--- config.mk ---
export PLATFORM = sky130hd
export DESIGN_NAME = beat_peak_tempo_tracker_flat
export DESIGN_NICKNAME = d
export VERILOG_FILES = /design/src/rtl/bptt_pkg.sv /design/src/rtl/bptt_ifs.sv /design/src/rtl/beat_peak_tempo_tracker.sv /design/src/rtl/bptt_datapath.sv /design/src/rtl/bptt_ctrl.sv /design/src/flat_wrapper.sv
export SDC_FILE = /design/constraint.sdc
export NUM_CORES = 1
export LEC_CHECK = 0
export ABC_AREA = 1
export BUFFER_PORTS_ARGS = -buffer_cell sky130_fd_sc_hd__clkbuf_2
export CAP_MARGIN = 15
export CORE_MARGIN = 2
export CORE_UTILIZATION = 55
export CTS_BUF_LIST = sky130_fd_sc_hd__clkbuf_8 sky130_fd_sc_hd__clkbuf_16
export DETAILED_ROUTE_END_ITERATION = 6
export HOLD_SLACK_MARGIN = 0.05
export PLACE_DENSITY = 0.73
export SKIP_CTS_REPAIR_TIMING = 1
export SLEW_MARGIN = 5
export SYNTH_ARGS = -nofsm -noshare
export SYNTH_HDL_FRONTEND = slang
export SYNTH_SLANG_ARGS = --single-unit
export TNS_END_PERCENT = 1
--- constraint.sdc ---
create_clock -name clk -period 7.08 [get_ports clk]
set_clock_uncertainty 0.05 [all_clocks]
set_input_delay 1.062 -clock clk [delete_from_list [all_inputs] [get_ports clk]]
set_output_delay 1.062 -clock clk [all_outputs]
set_load 0.01 [all_outputs]
--- src/rtl/bptt_pkg.sv ---
// ----------------------------------------------------------------------------
// bptt_pkg
// Shared widths, constants, state encoding and control structs.
// ----------------------------------------------------------------------------
`default_nettype none
package bptt_pkg;

	localparam int PROB_W   = 16;
	localparam int NOW_W    = 31;
	localparam int TIME_W   = 32;
	localparam int TEMPO_W  = 16;
	localparam int OFS_W    = 11;
	localparam int IV_W     = 11;  // interval below 1500 ms
	localparam int IVL_W    = 34;  // full signed interval, never wraps
	localparam int TRIG_W   = 33;
	localparam int NUM_W    = 29;  // 4*tempo*interval + 15360000
	localparam int DEN_W    = 13;  // 5*interval
	localparam int CNT_W    = 5;

	localparam logic [PROB_W-1:0]     HALF_Q16        = 16'd32768;
	localparam logic signed [IVL_W-1:0] MIN_INTERVAL_MS = 34'sd300;
	localparam logic signed [IVL_W-1:0] MAX_INTERVAL_MS = 34'sd1500;
	localparam logic signed [TRIG_W-1:0] LOOKAHEAD_MS   = 33'sd50;
	localparam logic [NUM_W-1:0]      BPM_Q8_NUMERATOR = 29'd15360000;
	localparam logic [TEMPO_W-1:0]    TEMPO_RESET     = 16'd30720;
	localparam logic [CNT_W-1:0]      DIV_LAST        = CNT_W'(NUM_W - 1);

	typedef enum logic [2:0] {
		ST_IDLE,
		ST_EVAL,
		ST_MUL,
		ST_DIV,
		ST_DONE
	} ctrl_state_t;

	typedef struct packed {
		logic load_in;
		logic eval;
		logic mul;
		logic div_step;
		logic load_out;
	} bptt_cmd_t;

	typedef struct packed {
		logic upd;
	} bptt_sts_t;

endpackage
`default_nettype wire

--- src/rtl/bptt_ifs.sv ---
// ----------------------------------------------------------------------------
// bptt channel interfaces
// Valid/ready request channels for input frames and tracker results.
// ----------------------------------------------------------------------------
`default_nettype none
interface bptt_in_if import bptt_pkg::*; ();
	logic               valid;
	logic               ready;
	logic [PROB_W-1:0]  frame_prob;
	logic [NOW_W-1:0]   now_ms;

	modport source (output valid, output frame_prob, output now_ms, input ready);
	modport sink   (input valid, input frame_prob, input now_ms, output ready);
endinterface

interface bptt_out_if import bptt_pkg::*; ();
	logic                      valid;
	logic                      ready;
	logic                      beat_found;
	logic                      tempo_updated;
	logic signed [TIME_W-1:0]  beat_time_ms;
	logic [TEMPO_W-1:0]        tempo_q8;

	modport source (output valid, output beat_found, output tempo_updated,
		output beat_time_ms, output tempo_q8, input ready);
	modport sink   (input valid, input beat_found, input tempo_updated,
		input beat_time_ms, input tempo_q8, output ready);
endinterface
`default_nettype wire

--- src/rtl/beat_peak_tempo_tracker.sv ---
// ----------------------------------------------------------------------------
// beat_peak_tempo_tracker
// Beat peak picking on a probability stream with smoothed tempo estimate.
// ----------------------------------------------------------------------------
// Usage:
//   in_ch carries one frame per request: frame_prob (Q0.16) and now_ms.
//   out_ch returns one result per frame: beat_found, tempo_updated, the
//   latest compensated trigger time and the Q8.8 tempo.
//   cfg_we/cfg_wdata write latency_offset_ms; write only while idle.
//   One frame is in work at a time. A frame that does not update the tempo
//   goes from accept through the evaluate state to the output register; one
//   that updates it also passes the multiply state and the 29-step serial
//   divider (one quotient bit a cycle) on the way. in_ch.ready is high again
//   the cycle after the result is loaded, so a new frame is accepted only
//   once the last one's result is in the output register.
//   The output register holds a result while out_ch.ready is low; the next
//   frame may be accepted and worked on meanwhile and waits at the end.
//   Reset clears the tracker: previous probability 0, last trigger 0,
//   tempo 120 BPM, offset 0, no result pending.
// ----------------------------------------------------------------------------
`default_nettype none
module beat_peak_tempo_tracker import bptt_pkg::*; (
	input  wire logic                     clk,
	input  wire logic                     arst_n,
	bptt_in_if.sink                       in_ch,
	bptt_out_if.source                    out_ch,
	input  wire logic                     cfg_we,
	input  wire logic signed [OFS_W-1:0]  cfg_wdata
);

	bptt_cmd_t cmd;
	bptt_sts_t sts;

	bptt_ctrl u_ctrl (
		.clk       (clk),
		.arst_n    (arst_n),
		.in_valid  (in_ch.valid),
		.in_ready  (in_ch.ready),
		.out_valid (out_ch.valid),
		.out_ready (out_ch.ready),
		.sts       (sts),
		.cmd       (cmd)
	);

	bptt_datapath u_dp (
		.clk           (clk),
		.arst_n        (arst_n),
		.cmd           (cmd),
		.sts           (sts),
		.cfg_we        (cfg_we),
		.cfg_wdata     (cfg_wdata),
		.frame_prob    (in_ch.frame_prob),
		.now_ms        (in_ch.now_ms),
		.beat_found    (out_ch.beat_found),
		.tempo_updated (out_ch.tempo_updated),
		.beat_time_ms  (out_ch.beat_time_ms),
		.tempo_q8      (out_ch.tempo_q8)
	);

endmodule
`default_nettype wire

--- src/rtl/bptt_datapath.sv ---
// ----------------------------------------------------------------------------
// bptt_datapath
// Peak test, trigger time, tempo multiply and serial restoring divider.
// ----------------------------------------------------------------------------
`default_nettype none
module bptt_datapath import bptt_pkg::*; (
	input  wire logic                     clk,
	input  wire logic                     arst_n,
	input  wire bptt_cmd_t                cmd,
	output bptt_sts_t                     sts,
	input  wire logic                     cfg_we,
	input  wire logic signed [OFS_W-1:0]  cfg_wdata,
	input  wire logic [PROB_W-1:0]        frame_prob,
	input  wire logic [NOW_W-1:0]         now_ms,
	output logic                          beat_found,
	output logic                          tempo_updated,
	output logic signed [TIME_W-1:0]      beat_time_ms,
	output logic [TEMPO_W-1:0]            tempo_q8
);

	// architectural state
	logic signed [OFS_W-1:0]  ofs_q;
	logic [PROB_W-1:0]        prev_prob_q;
	logic signed [TIME_W-1:0] last_trig_q;
	logic [TEMPO_W-1:0]       tempo_q;

	// per-item working registers
	logic [PROB_W-1:0]        prob_q;
	logic [NOW_W-1:0]         now_q;
	logic                     found_q;
	logic                     upd_q;
	logic [IV_W-1:0]          iv_q;
	logic [NUM_W-1:0]         quo_q;
	logic [DEN_W-1:0]         rem_q;
	logic [DEN_W-1:0]         den_q;

	logic signed [IVL_W-1:0]  interval;
	logic signed [TRIG_W-1:0] trig;
	logic signed [TIME_W-1:0] trig_sat;
	logic                     rise;
	logic                     fire;
	logic                     upd;
	logic [DEN_W:0]           trial;
	logic                     trial_ge;
	logic [TEMPO_W-1:0]       tempo_new;

	always_comb begin
		interval = $signed({3'b000, now_q}) - IVL_W'(last_trig_q);
		trig     = $signed({2'b00, now_q}) - LOOKAHEAD_MS - TRIG_W'(ofs_q);
		rise     = (prob_q > HALF_Q16) && (prev_prob_q <= HALF_Q16);
		fire     = rise && (interval > MIN_INTERVAL_MS);
		upd      = fire && (interval < MAX_INTERVAL_MS);
		// saturate to the signed 32-bit range
		if (trig[TRIG_W-1] != trig[TRIG_W-2])
			trig_sat = trig[TRIG_W-1] ? {1'b1, {(TIME_W-1){1'b0}}}
				: {1'b0, {(TIME_W-1){1'b1}}};
		else
			trig_sat = trig[TIME_W-1:0];
		trial    = {rem_q, quo_q[NUM_W-1]};
		trial_ge = trial >= {1'b0, den_q};
		tempo_new = (quo_q > NUM_W'({TEMPO_W{1'b1}})) ? {TEMPO_W{1'b1}}
			: quo_q[TEMPO_W-1:0];
	end

	assign sts.upd = upd;

	always_ff @(posedge clk or negedge arst_n) begin
		if (!arst_n) begin
			ofs_q       <= '0;
			prev_prob_q <= '0;
			last_trig_q <= '0;
			tempo_q     <= TEMPO_RESET;
		end else begin
			if (cfg_we)
				ofs_q <= cfg_wdata;
			if (cmd.eval) begin
				prev_prob_q <= prob_q;
				if (fire)
					last_trig_q <= trig_sat;
			end
			if (cmd.load_out && upd_q)
				tempo_q <= tempo_new;
		end
	end

	always_ff @(posedge clk) begin
		if (cmd.load_in) begin
			prob_q <= frame_prob;
			now_q  <= now_ms;
		end
		if (cmd.eval) begin
			found_q <= fire;
			upd_q   <= upd;
			iv_q    <= interval[IV_W-1:0];
		end
		if (cmd.mul) begin
			// full 27-bit product, then times four
			quo_q <= NUM_W'({(TEMPO_W+IV_W)'(tempo_q) * (TEMPO_W+IV_W)'(iv_q), 2'b00})
				+ BPM_Q8_NUMERATOR;
			den_q <= DEN_W'({iv_q, 2'b00}) + DEN_W'(iv_q);
			rem_q <= '0;
		end else if (cmd.div_step) begin
			// one restoring step, quotient bit shifts in behind the numerator
			rem_q <= trial_ge ? DEN_W'(trial - {1'b0, den_q}) : trial[DEN_W-1:0];
			quo_q <= {quo_q[NUM_W-2:0], trial_ge};
		end
		if (cmd.load_out) begin
			beat_found    <= found_q;
			tempo_updated <= upd_q;
			beat_time_ms  <= last_trig_q;
			tempo_q8      <= upd_q ? tempo_new : tempo_q;
		end
	end

endmodule
`default_nettype wire

--- src/rtl/bptt_ctrl.sv ---
// ----------------------------------------------------------------------------
// bptt_ctrl
// Sequencer for one frame: evaluate, multiply and divide on a tempo update, hand over result.
// ----------------------------------------------------------------------------
`default_nettype none
module bptt_ctrl import bptt_pkg::*; (
	input  wire logic       clk,
	input  wire logic       arst_n,
	input  wire logic       in_valid,
	output logic            in_ready,
	output logic            out_valid,
	input  wire logic       out_ready,
	input  wire bptt_sts_t  sts,
	output bptt_cmd_t       cmd
);

	ctrl_state_t      state_q, state_d;
	logic [CNT_W-1:0] cnt_q;
	logic             out_valid_q;

	always_ff @(posedge clk or negedge arst_n) begin
		if (!arst_n) begin
			state_q     <= ST_IDLE;
			cnt_q       <= '0;
			out_valid_q <= 1'b0;
		end else begin
			state_q <= state_d;
			if (cmd.mul)
				cnt_q <= '0;
			else if (cmd.div_step)
				cnt_q <= cnt_q + 1'b1;
			if (cmd.load_out)
				out_valid_q <= 1'b1;
			else if (out_ready)
				out_valid_q <= 1'b0;
		end
	end

	always_comb begin
		state_d  = state_q;
		cmd      = '0;
		in_ready = 1'b0;
		unique case (state_q)
			ST_IDLE: begin
				in_ready = 1'b1;
				if (in_valid) begin
					cmd.load_in = 1'b1;
					state_d     = ST_EVAL;
				end
			end
			ST_EVAL: begin
				cmd.eval = 1'b1;
				state_d  = sts.upd ? ST_MUL : ST_DONE;
			end
			ST_MUL: begin
				cmd.mul = 1'b1;
				state_d = ST_DIV;
			end
			ST_DIV: begin
				cmd.div_step = 1'b1;
				if (cnt_q == DIV_LAST)
					state_d = ST_DONE;
			end
			ST_DONE: begin
				// hold until the output register is free
				if (!out_valid_q || out_ready) begin
					cmd.load_out = 1'b1;
					state_d      = ST_IDLE;
				end
			end
			default: state_d = ST_IDLE;
		endcase
	end

	assign out_valid = out_valid_q;

endmodule
`default_nettype wire

--- src/flat_wrapper.sv ---
// flat-port wrapper written by rule: the top's interface ports become plain ports
module beat_peak_tempo_tracker_flat import bptt_pkg::*;
  (clk, arst_n, cfg_we, cfg_wdata, in_ch_valid, in_ch_frame_prob, in_ch_now_ms, in_ch_ready, out_ch_valid, out_ch_beat_found, out_ch_tempo_updated, out_ch_beat_time_ms, out_ch_tempo_q8, out_ch_ready);
  bptt_in_if in_ch_i ();
  bptt_out_if out_ch_i ();
  input  wire logic clk;
  input  wire logic arst_n;
  input  wire logic cfg_we;
  input  wire logic signed [OFS_W-1:0] cfg_wdata;
  input wire logic [$bits(in_ch_i.valid)-1:0] in_ch_valid;
  input wire logic [$bits(in_ch_i.frame_prob)-1:0] in_ch_frame_prob;
  input wire logic [$bits(in_ch_i.now_ms)-1:0] in_ch_now_ms;
  output wire logic [$bits(in_ch_i.ready)-1:0] in_ch_ready;
  output wire logic [$bits(out_ch_i.valid)-1:0] out_ch_valid;
  output wire logic [$bits(out_ch_i.beat_found)-1:0] out_ch_beat_found;
  output wire logic [$bits(out_ch_i.tempo_updated)-1:0] out_ch_tempo_updated;
  output wire logic [$bits(out_ch_i.beat_time_ms)-1:0] out_ch_beat_time_ms;
  output wire logic [$bits(out_ch_i.tempo_q8)-1:0] out_ch_tempo_q8;
  input wire logic [$bits(out_ch_i.ready)-1:0] out_ch_ready;
  assign in_ch_i.valid = in_ch_valid;
  assign in_ch_i.frame_prob = in_ch_frame_prob;
  assign in_ch_i.now_ms = in_ch_now_ms;
  assign in_ch_ready = in_ch_i.ready;
  assign out_ch_valid = out_ch_i.valid;
  assign out_ch_beat_found = out_ch_i.beat_found;
  assign out_ch_tempo_updated = out_ch_i.tempo_updated;
  assign out_ch_beat_time_ms = out_ch_i.beat_time_ms;
  assign out_ch_tempo_q8 = out_ch_i.tempo_q8;
  assign out_ch_i.ready = out_ch_ready;
  beat_peak_tempo_tracker u_core (.clk(clk), .arst_n(arst_n), .in_ch(in_ch_i), .out_ch(out_ch_i), .cfg_we(cfg_we), .cfg_wdata(cfg_wdata));
endmodule
==> results.json, run 1 <==
{
  "outcome": "finished clean",
  "r2r_setup_slack_ns": 0.55,
  "crit_arrival_ns": 6.83,
  "tightest_slew_ns": 1.21,
  "grt_pass1_vias": 18900,
  "row_count": 72,
  "die_width_um": 203,
  "grt.total_usage": 0.293,
  "core-area_um2": 38900,
  "first_pass_iters": 7,
  "wl_per_cell_um": 17.0,
  "hold_viol_final": 0,
  "fillerInstances": 3558,
  "yosysMostFrequentCell": "nand2_1",
  "fin_nets": 3275,
  "r2r.worst_path.cells": 24,
  "fin_crit_sh": 0.922,
  "die_h_um": 203,
  "dp_hpwl_mm": 46.9,
  "async_flop_share": 0.337,
  "synth_area_leader_cell": "edfxtp_1",
  "slew_violations": 0,
  "reg2reg_from": "u_core.u_dp.iv_q[6]$_DFFE_PN_",
  "design.die.area_um2": 41300,
  "avgSynthCellArea_um2": 7.68,
  "max_freq_ghz": 0.153,
  "postSynthNetCount": 3186,
  "drc": 0,
  "ys_seq_area_frac": 0.318,
  "grt_max_degree": 64,
  "cts-buffers-inserted": 29,
  "antenna_cells": 0,
  "clkTransAtPathRegs_ns": 0.07,
  "synth_cells": 2840,
  "clock_sinks": 249,
  "hp-start": "u_core.u_dp.last_trig_q[6]$_DFFE_PN0P_",
  "ys_ff_latch": 249,
  "relSlewSlack": 0.188,
  "grt-ovfl-total": 0,
  "grt_pass1_wl_mm": 96.0,
  "reg2reg_to": "u_core.u_dp.quo_q[27]$_DFFE_PP_",
  "synth_commonest_cells": "831 x nand2_1, 591 x inv_1, 154 x ha_1",
  "synth.distinct_cells": 57,
  "path_max_fanout": 18,
  "port_buffers": 114,
  "place.gp.congestion": 0.956,
  "hold_depth": 0,
  "ys_warn_count": 0,
  "rsz0062_at_grt": "no",
  "htreeDepth": 1,
  "wl_mm": 59.1,
  "cts_tree": "yes",
  "syn_area_um2": 21800,
  "layout-drive-gt1-share": 0.0894,
  "critPathKind": "reg -> reg",
  "max_cap_viol_count": 0,
  "antenna_found_initial": 0,
  "min_period_ns": 6.53,
  "setup_violations": 0,
  "crit_path_end_kind": "flip-flop",
  "drt-vias-per-instance": 5.34,
  "worstSetupStartpointType": "flip-flop",
  "drtAntennaViolNets": 0,
  "synth-edff-count": 152,
  "via_count": 18500,
  "start_util": 0.561,
  "cts_max_path_buffers": 3,
  "insertion_delay_ns": 0.59,
  "drt_iter0_drc": 1210,
  "ys.flop_type": "edfxtp_1",
  "setup_tns_ns": 0,
  "synth_top_area_share": 0.209,
  "netlist_top_cells_area": "edfxtp_1 21%, nand2_1 14%, fa_1 12%",
  "cts_root_buffer": "clkbuf_16",
  "hold_class": "reg -> reg",
  "io_pins": 115,
  "min_to": "u_core.u_dp.beat_time_ms[6]$_DFFE_PP_",
  "area_delta_synth_final_pct": 9.45,
  "crit_required_ns": 7.38
}
==> stage by stage <==
| step | util | std cells | hold WS [ns] | setup WS, ns | cell area [um2] |
|---|---|---|---|---|---|
| global route | 0.614 | 3470 | 0.409 | 0.243 | 23900 |
| floorplan | - | 2840 | 0.350 | 1.18 | 21800 |
| global placement | 0.587 | 3415 | 0.386 | 0.646 | 22900 |
| finish | 0.614 | 3470 | 0.395 | 0.552 | 23900 |
| CTS | 0.613 | 3469 | 0.399 | 0.597 | 23900 |
| detailed placement | 0.587 | 3415 | 0.383 | 0.631 | 22900 |
==> cell usage in the layout (no fill, tap or decap), types with 3 or more instances in the layout <==
cell,n
nor3_1,24
clkbuf_2,113
o21bai_1,7
a21o_1,4
ha_1,154
o21a_1,5
o211ai_1,3
nand3_1,100
nand2_1,831
clkinv_2,7
clkbuf_16,29
nor2_1,143
a21oi_1,125
o21ai_2,35
clkinv_1,3
buf_4,16
fa_1,129
dfstp_2,4
xnor2_1,39
bufinv_16,5
dfxtp_1,13
nor4_1,14
nand3_2,5
nand2_2,10
dfrtp_1,80
o21ai_0,150
xor2_1,61
inv_6,4
nand3b_1,8
nor2_2,8
nand4_1,29
edfxtp_1,152
inv_1,593
nor3_2,8
==> cell families (layout without fill, tap and decap cells) <==
| group | count (synthesis) | in the layout | synth area share |
|---|---|---|---|
| buffers and inverters | 666 | 778 | 0.118 |
| XOR/XNOR | 102 | 102 | 0.0416 |
| adder cells (fa/ha/maj) | 283 | 283 | 0.207 |
| flip-flops | 249 | 249 | 0.318 |
| multiplexers | 1 | 1 | 0.000516 |
| AO/OA/AOI/OAI | 349 | 349 | 0.0908 |
| AND/OR/NAND/NOR | 1190 | 1190 | 0.225 |
==> layout make-up <==
cell class                      count  area, um2  share of cell area
Clock buffer                       29        726              0.0304
Clock inverter                     25        279              0.0117
Inverter                          594       2230              0.0933
Multi-Input combinational cell   1925      12400               0.517
Sequential cell                   249       6930               0.290
Tap cell                          518        648              0.0271
Timing Repair Buffer              130        713              0.0299
==> state kept, by name (all words and copies together) (netlist names), 13 cells and up <==
signal	cells
u_core.u_dp.beat_time_ms	32
u_core.u_dp.last_trig_q	32
u_core.u_dp.now_q	31
u_core.u_dp.quo_q	29
u_core.u_dp.prev_prob_q	16
u_core.u_dp.prob_q	16
u_core.u_dp.tempo_q8	16
u_core.u_dp.tempo_q	16
u_core.u_dp.den_q	13
u_core.u_dp.rem_q	13
==> routing by layer <==
metal / up-vias / GRT usage / share of wire
met5: - / 0 / 0
met1: 8734 / 0.348 / 0.39
li1: 9031 / - / -
met2: 586 / 0.521 / 0.50
met3: 193 / 0.0340 / 0.049
met4: 0 / 0.155 / 0.062
==> worst max path at each step <==
stage                                         startpoint                               to  slack (ns)  depth (start not counted)
after floorplan           u_core.u_dp.iv_q[10]$_DFFE_PN_  u_core.u_dp.quo_q[27]$_DFFE_PP_        1.18                         28
after global placement     u_core.u_dp.iv_q[6]$_DFFE_PN_  u_core.u_dp.quo_q[27]$_DFFE_PP_        0.65                         24
after detailed placement   u_core.u_dp.iv_q[6]$_DFFE_PN_  u_core.u_dp.quo_q[27]$_DFFE_PP_        0.63                         24
after CTS                  u_core.u_dp.iv_q[6]$_DFFE_PN_  u_core.u_dp.quo_q[27]$_DFFE_PP_        0.60                         24
after global routing       u_core.u_dp.iv_q[9]$_DFFE_PN_  u_core.u_dp.quo_q[27]$_DFFE_PP_        0.24                         26
final                      u_core.u_dp.iv_q[6]$_DFFE_PN_  u_core.u_dp.quo_q[27]$_DFFE_PP_        0.55                         24
==> critical path: stages (launching register included) <==
cell      delay (ns)
edfxtp_1        0.83
nand2_1         0.17
fa_1            0.55
inv_1           0.06
fa_1            0.48
fa_1            0.58
fa_1            0.56
inv_1           0.06
fa_1            0.53
inv_1           0.05
ha_1            0.35
nand2_1         0.14
nor2_1          0.16
inv_1           0.05
nor2_1          0.22
nand2_1         0.08
nand3_1         0.17
xor2_1          0.30
inv_1           0.14
o21ai_1         0.14
nand2_1         0.12
o21ai_2         0.24
nand3_1         0.12
nand3_1         0.10
nand2_1         0.05
Power of run 1 is left out: the tool's default activity adds up to more than one toggle a clock period on the data nets, which glitch-free logic cannot reach.
==> run 2, diff against run 1 <==
Settings changed: PLACE_DENSITY 0.73 to unset, PLACE_DENSITY_LB_ADDON set to 0.3.
Clock period 7.08 ns to 7.4 ns, I/O delays scaled along.
==> run 2 against run 1 <==
  * Final cell count is the same
  * Maximum frequency grew 1.1%
  * Critical endpoint unchanged
  * Via count grew 0.46%
  * Core utilization grew 0.18 points
  * Register-to-register slack gained 0.39 ns
  * Wire length grew 0.50%
  * Count of clock-buffer cells in the layout grew 6
==> results.json, run 2 (synthesized netlist as in run 1, its figures left out) <==
{
  "outcome": "finished clean",
  "r2r.worst_path.cells": 22,
  "slew_violations": 0,
  "crit_required_ns": 7.69,
  "tightest_slew_ns": 1.15,
  "reg_top3": "u_core.u_dp.beat_time_ms x32, u_core.u_dp.last_trig_q x32, u_core.u_dp.now_q x31",
  "clkTransAtPathRegs_ns": 0.06,
  "cts_root_buffer": "clkbuf_16",
  "insertion_delay_ns": 0.58,
  "wl_per_cell_um": 17.1,
  "first_pass_iters": 5,
  "drc": 0,
  "hp-start": "u_core.u_dp.last_trig_q[16]$_DFFE_PN0P_",
  "place.gp.congestion": 0.959,
  "seq_area_um2": 6930,
  "hold_class": "reg -> reg",
  "crit_path_end_kind": "flip-flop",
  "drt-vias-per-instance": 5.37,
  "slowest_delay_ns": 0.84,
  "port_buffers": 114,
  "max_freq_ghz": 0.155,
  "core-area_um2": 38900,
  "antenna_cells": 0,
  "htreeDepth": 1,
  "hold_viol_final": 0,
  "antenna_found_initial": 1,
  "layout-drive-gt1-share": 0.0888,
  "grt_pass1_wl_mm": 95.0,
  "min_period_ns": 6.45,
  "drt_iter0_drc": 1317,
  "via_count": 18600,
  "final_cell_mix": "831 x nand2_1, 595 x inv_1, 154 x ha_1",
  "dp_hpwl_mm": 47.2,
  "start_util": 0.561,
  "area_delta_synth_final_pct": 9.78,
  "grt_pass1_vias": 18600,
  "reg2reg_from": "u_core.u_dp.iv_q[7]$_DFFE_PN_",
  "max_cap_viol_count": 0,
  "cts-buffers-inserted": 30,
  "multi_input_area_um2": 12400,
  "fin_crit_sh": 0.872,
  "critPathKind": "reg -> reg",
  "path_max_fanout": 18,
  "dp_cells": 3412,
  "hold_slack_ns": 0.391,
  "setup_tns_ns": 0,
  "grt.total_usage": 0.292,
  "drtAntennaViolNets": 0,
  "layout.cells.non_filler": 3470,
  "cts_max_path_buffers": 3,
  "critical-path-slowest-cell": "edfxtp_1",
  "startpoint": "u_core.u_dp.iv_q[7]$_DFFE_PN_",
  "final_common_cell": "nand2_1",
  "wl_mm": 59.4,
  "die_width_um": 203,
  "r2r_setup_slack_ns": 0.95,
  "grt_max_degree": 64,
  "clock_sinks": 249,
  "min_to": "u_core.u_dp.beat_time_ms[16]$_DFFE_PP_",
  "fin_nets": 3274,
  "rsz0062_at_grt": "no",
  "crit_chain": "nand2_1 > fa_1 > fa_1 > inv_1 > fa_1 > fa_1 > inv_1 > fa_1 > inv_1 > ha_1 > nand2_1 > nor2_1 > nand3_1 > nand3_1 > xor2_1 > nand2_1 > o21ai_1 > nand2_1 > o21ai_2 > nand3_1 > nand3_1 > nand2_1",
  "grt-ovfl-total": 0,
  "cts_tree": "yes",
  "reg2reg_to": "u_core.u_dp.quo_q[27]$_DFFE_PP_",
  "crit_arrival_ns": 6.74,
  "hold_depth": 0,
  "setup_violations": 0,
  "io_pins": 115,
  "die_h_um": 203,
  "worstSetupStartpointType": "flip-flop",
  "row_count": 72,
  "fillerInstances": 3575,
  "relSlewSlack": 0.231,
  "design.die.area_um2": 41300
}
-- run 2: changes by cell type in the layout (fill, tap and decap cells not counted) --
cell	before	now
bufinv_16	5	3
clkbuf_16	29	34
clkinv_2	7	3
inv_1	593	595
buf_4	16	13
buf_16	1	2
clkbuf_8	0	1
-- run 2: metal layers --
| layer | routed length [um] | up-vias | track usage |
|---|---|---|---|
| met5 | 0 | - | 0 |
| met4 | 3210 | 0 | 0.142 |
| met3 | 2740 | 165 | 0.0291 |
| met2 | 30100 | 563 | 0.530 |
| met1 | 23400 | 8862 | 0.346 |
| li1 | - | 9039 | - |
-- run 2: worst max-delay path by stage --
| stage | cells past startpoint | slack, ns | end |
|---|---|---|---|
| 5_1_grt | 22 | 0.50 | u_core.u_dp.quo_q[27]$_DFFE_PP_ |
| 3_5_place_dp | 22 | 1.05 | u_core.u_dp.quo_q[27]$_DFFE_PP_ |
| 4_1_cts | 22 | 0.99 | u_core.u_dp.quo_q[23]$_DFFE_PP_ |
| 3_3_place_gp | 24 | 1.16 | u_core.u_dp.quo_q[27]$_DFFE_PP_ |
| 6_report | 22 | 0.95 | u_core.u_dp.quo_q[27]$_DFFE_PP_ |
| 2_1_floorplan | 28 | 1.50 | u_core.u_dp.quo_q[27]$_DFFE_PP_ |
-- run 2: metrics by stage --
stage / setup WS, ns / area [um2] / utilization
final: 0.946 / 24000 / 0.616
after detailed placement: 1.05 / 22800 / 0.587
after global routing: 0.501 / 24000 / 0.616
after CTS: 0.986 / 23900 / 0.614
after global placement: 1.16 / 22800 / 0.587
after floorplan: 1.50 / 21800 / -
-- run 2: cell type report --
cell class,count,area share
Clock buffer,35,0.0361
Multi-Input combinational cell,1925,0.516
Timing Repair Buffer,128,0.0300
Inverter,594,0.0931
Sequential cell,249,0.289
Clock inverter,21,0.00862
Tap cell,518,0.0271
-- run 2: worst max-delay path: cells and delay by family, from the launching register on --
kind            cells  cell delay, ns
fa+ha+maj           6            2.98
simple gates       10            1.35
flops               1            0.84
compound gates      2            0.44
xor+xnor            1            0.35
buf+inv             3            0.18
Power of run 2 is left out for the same reason.
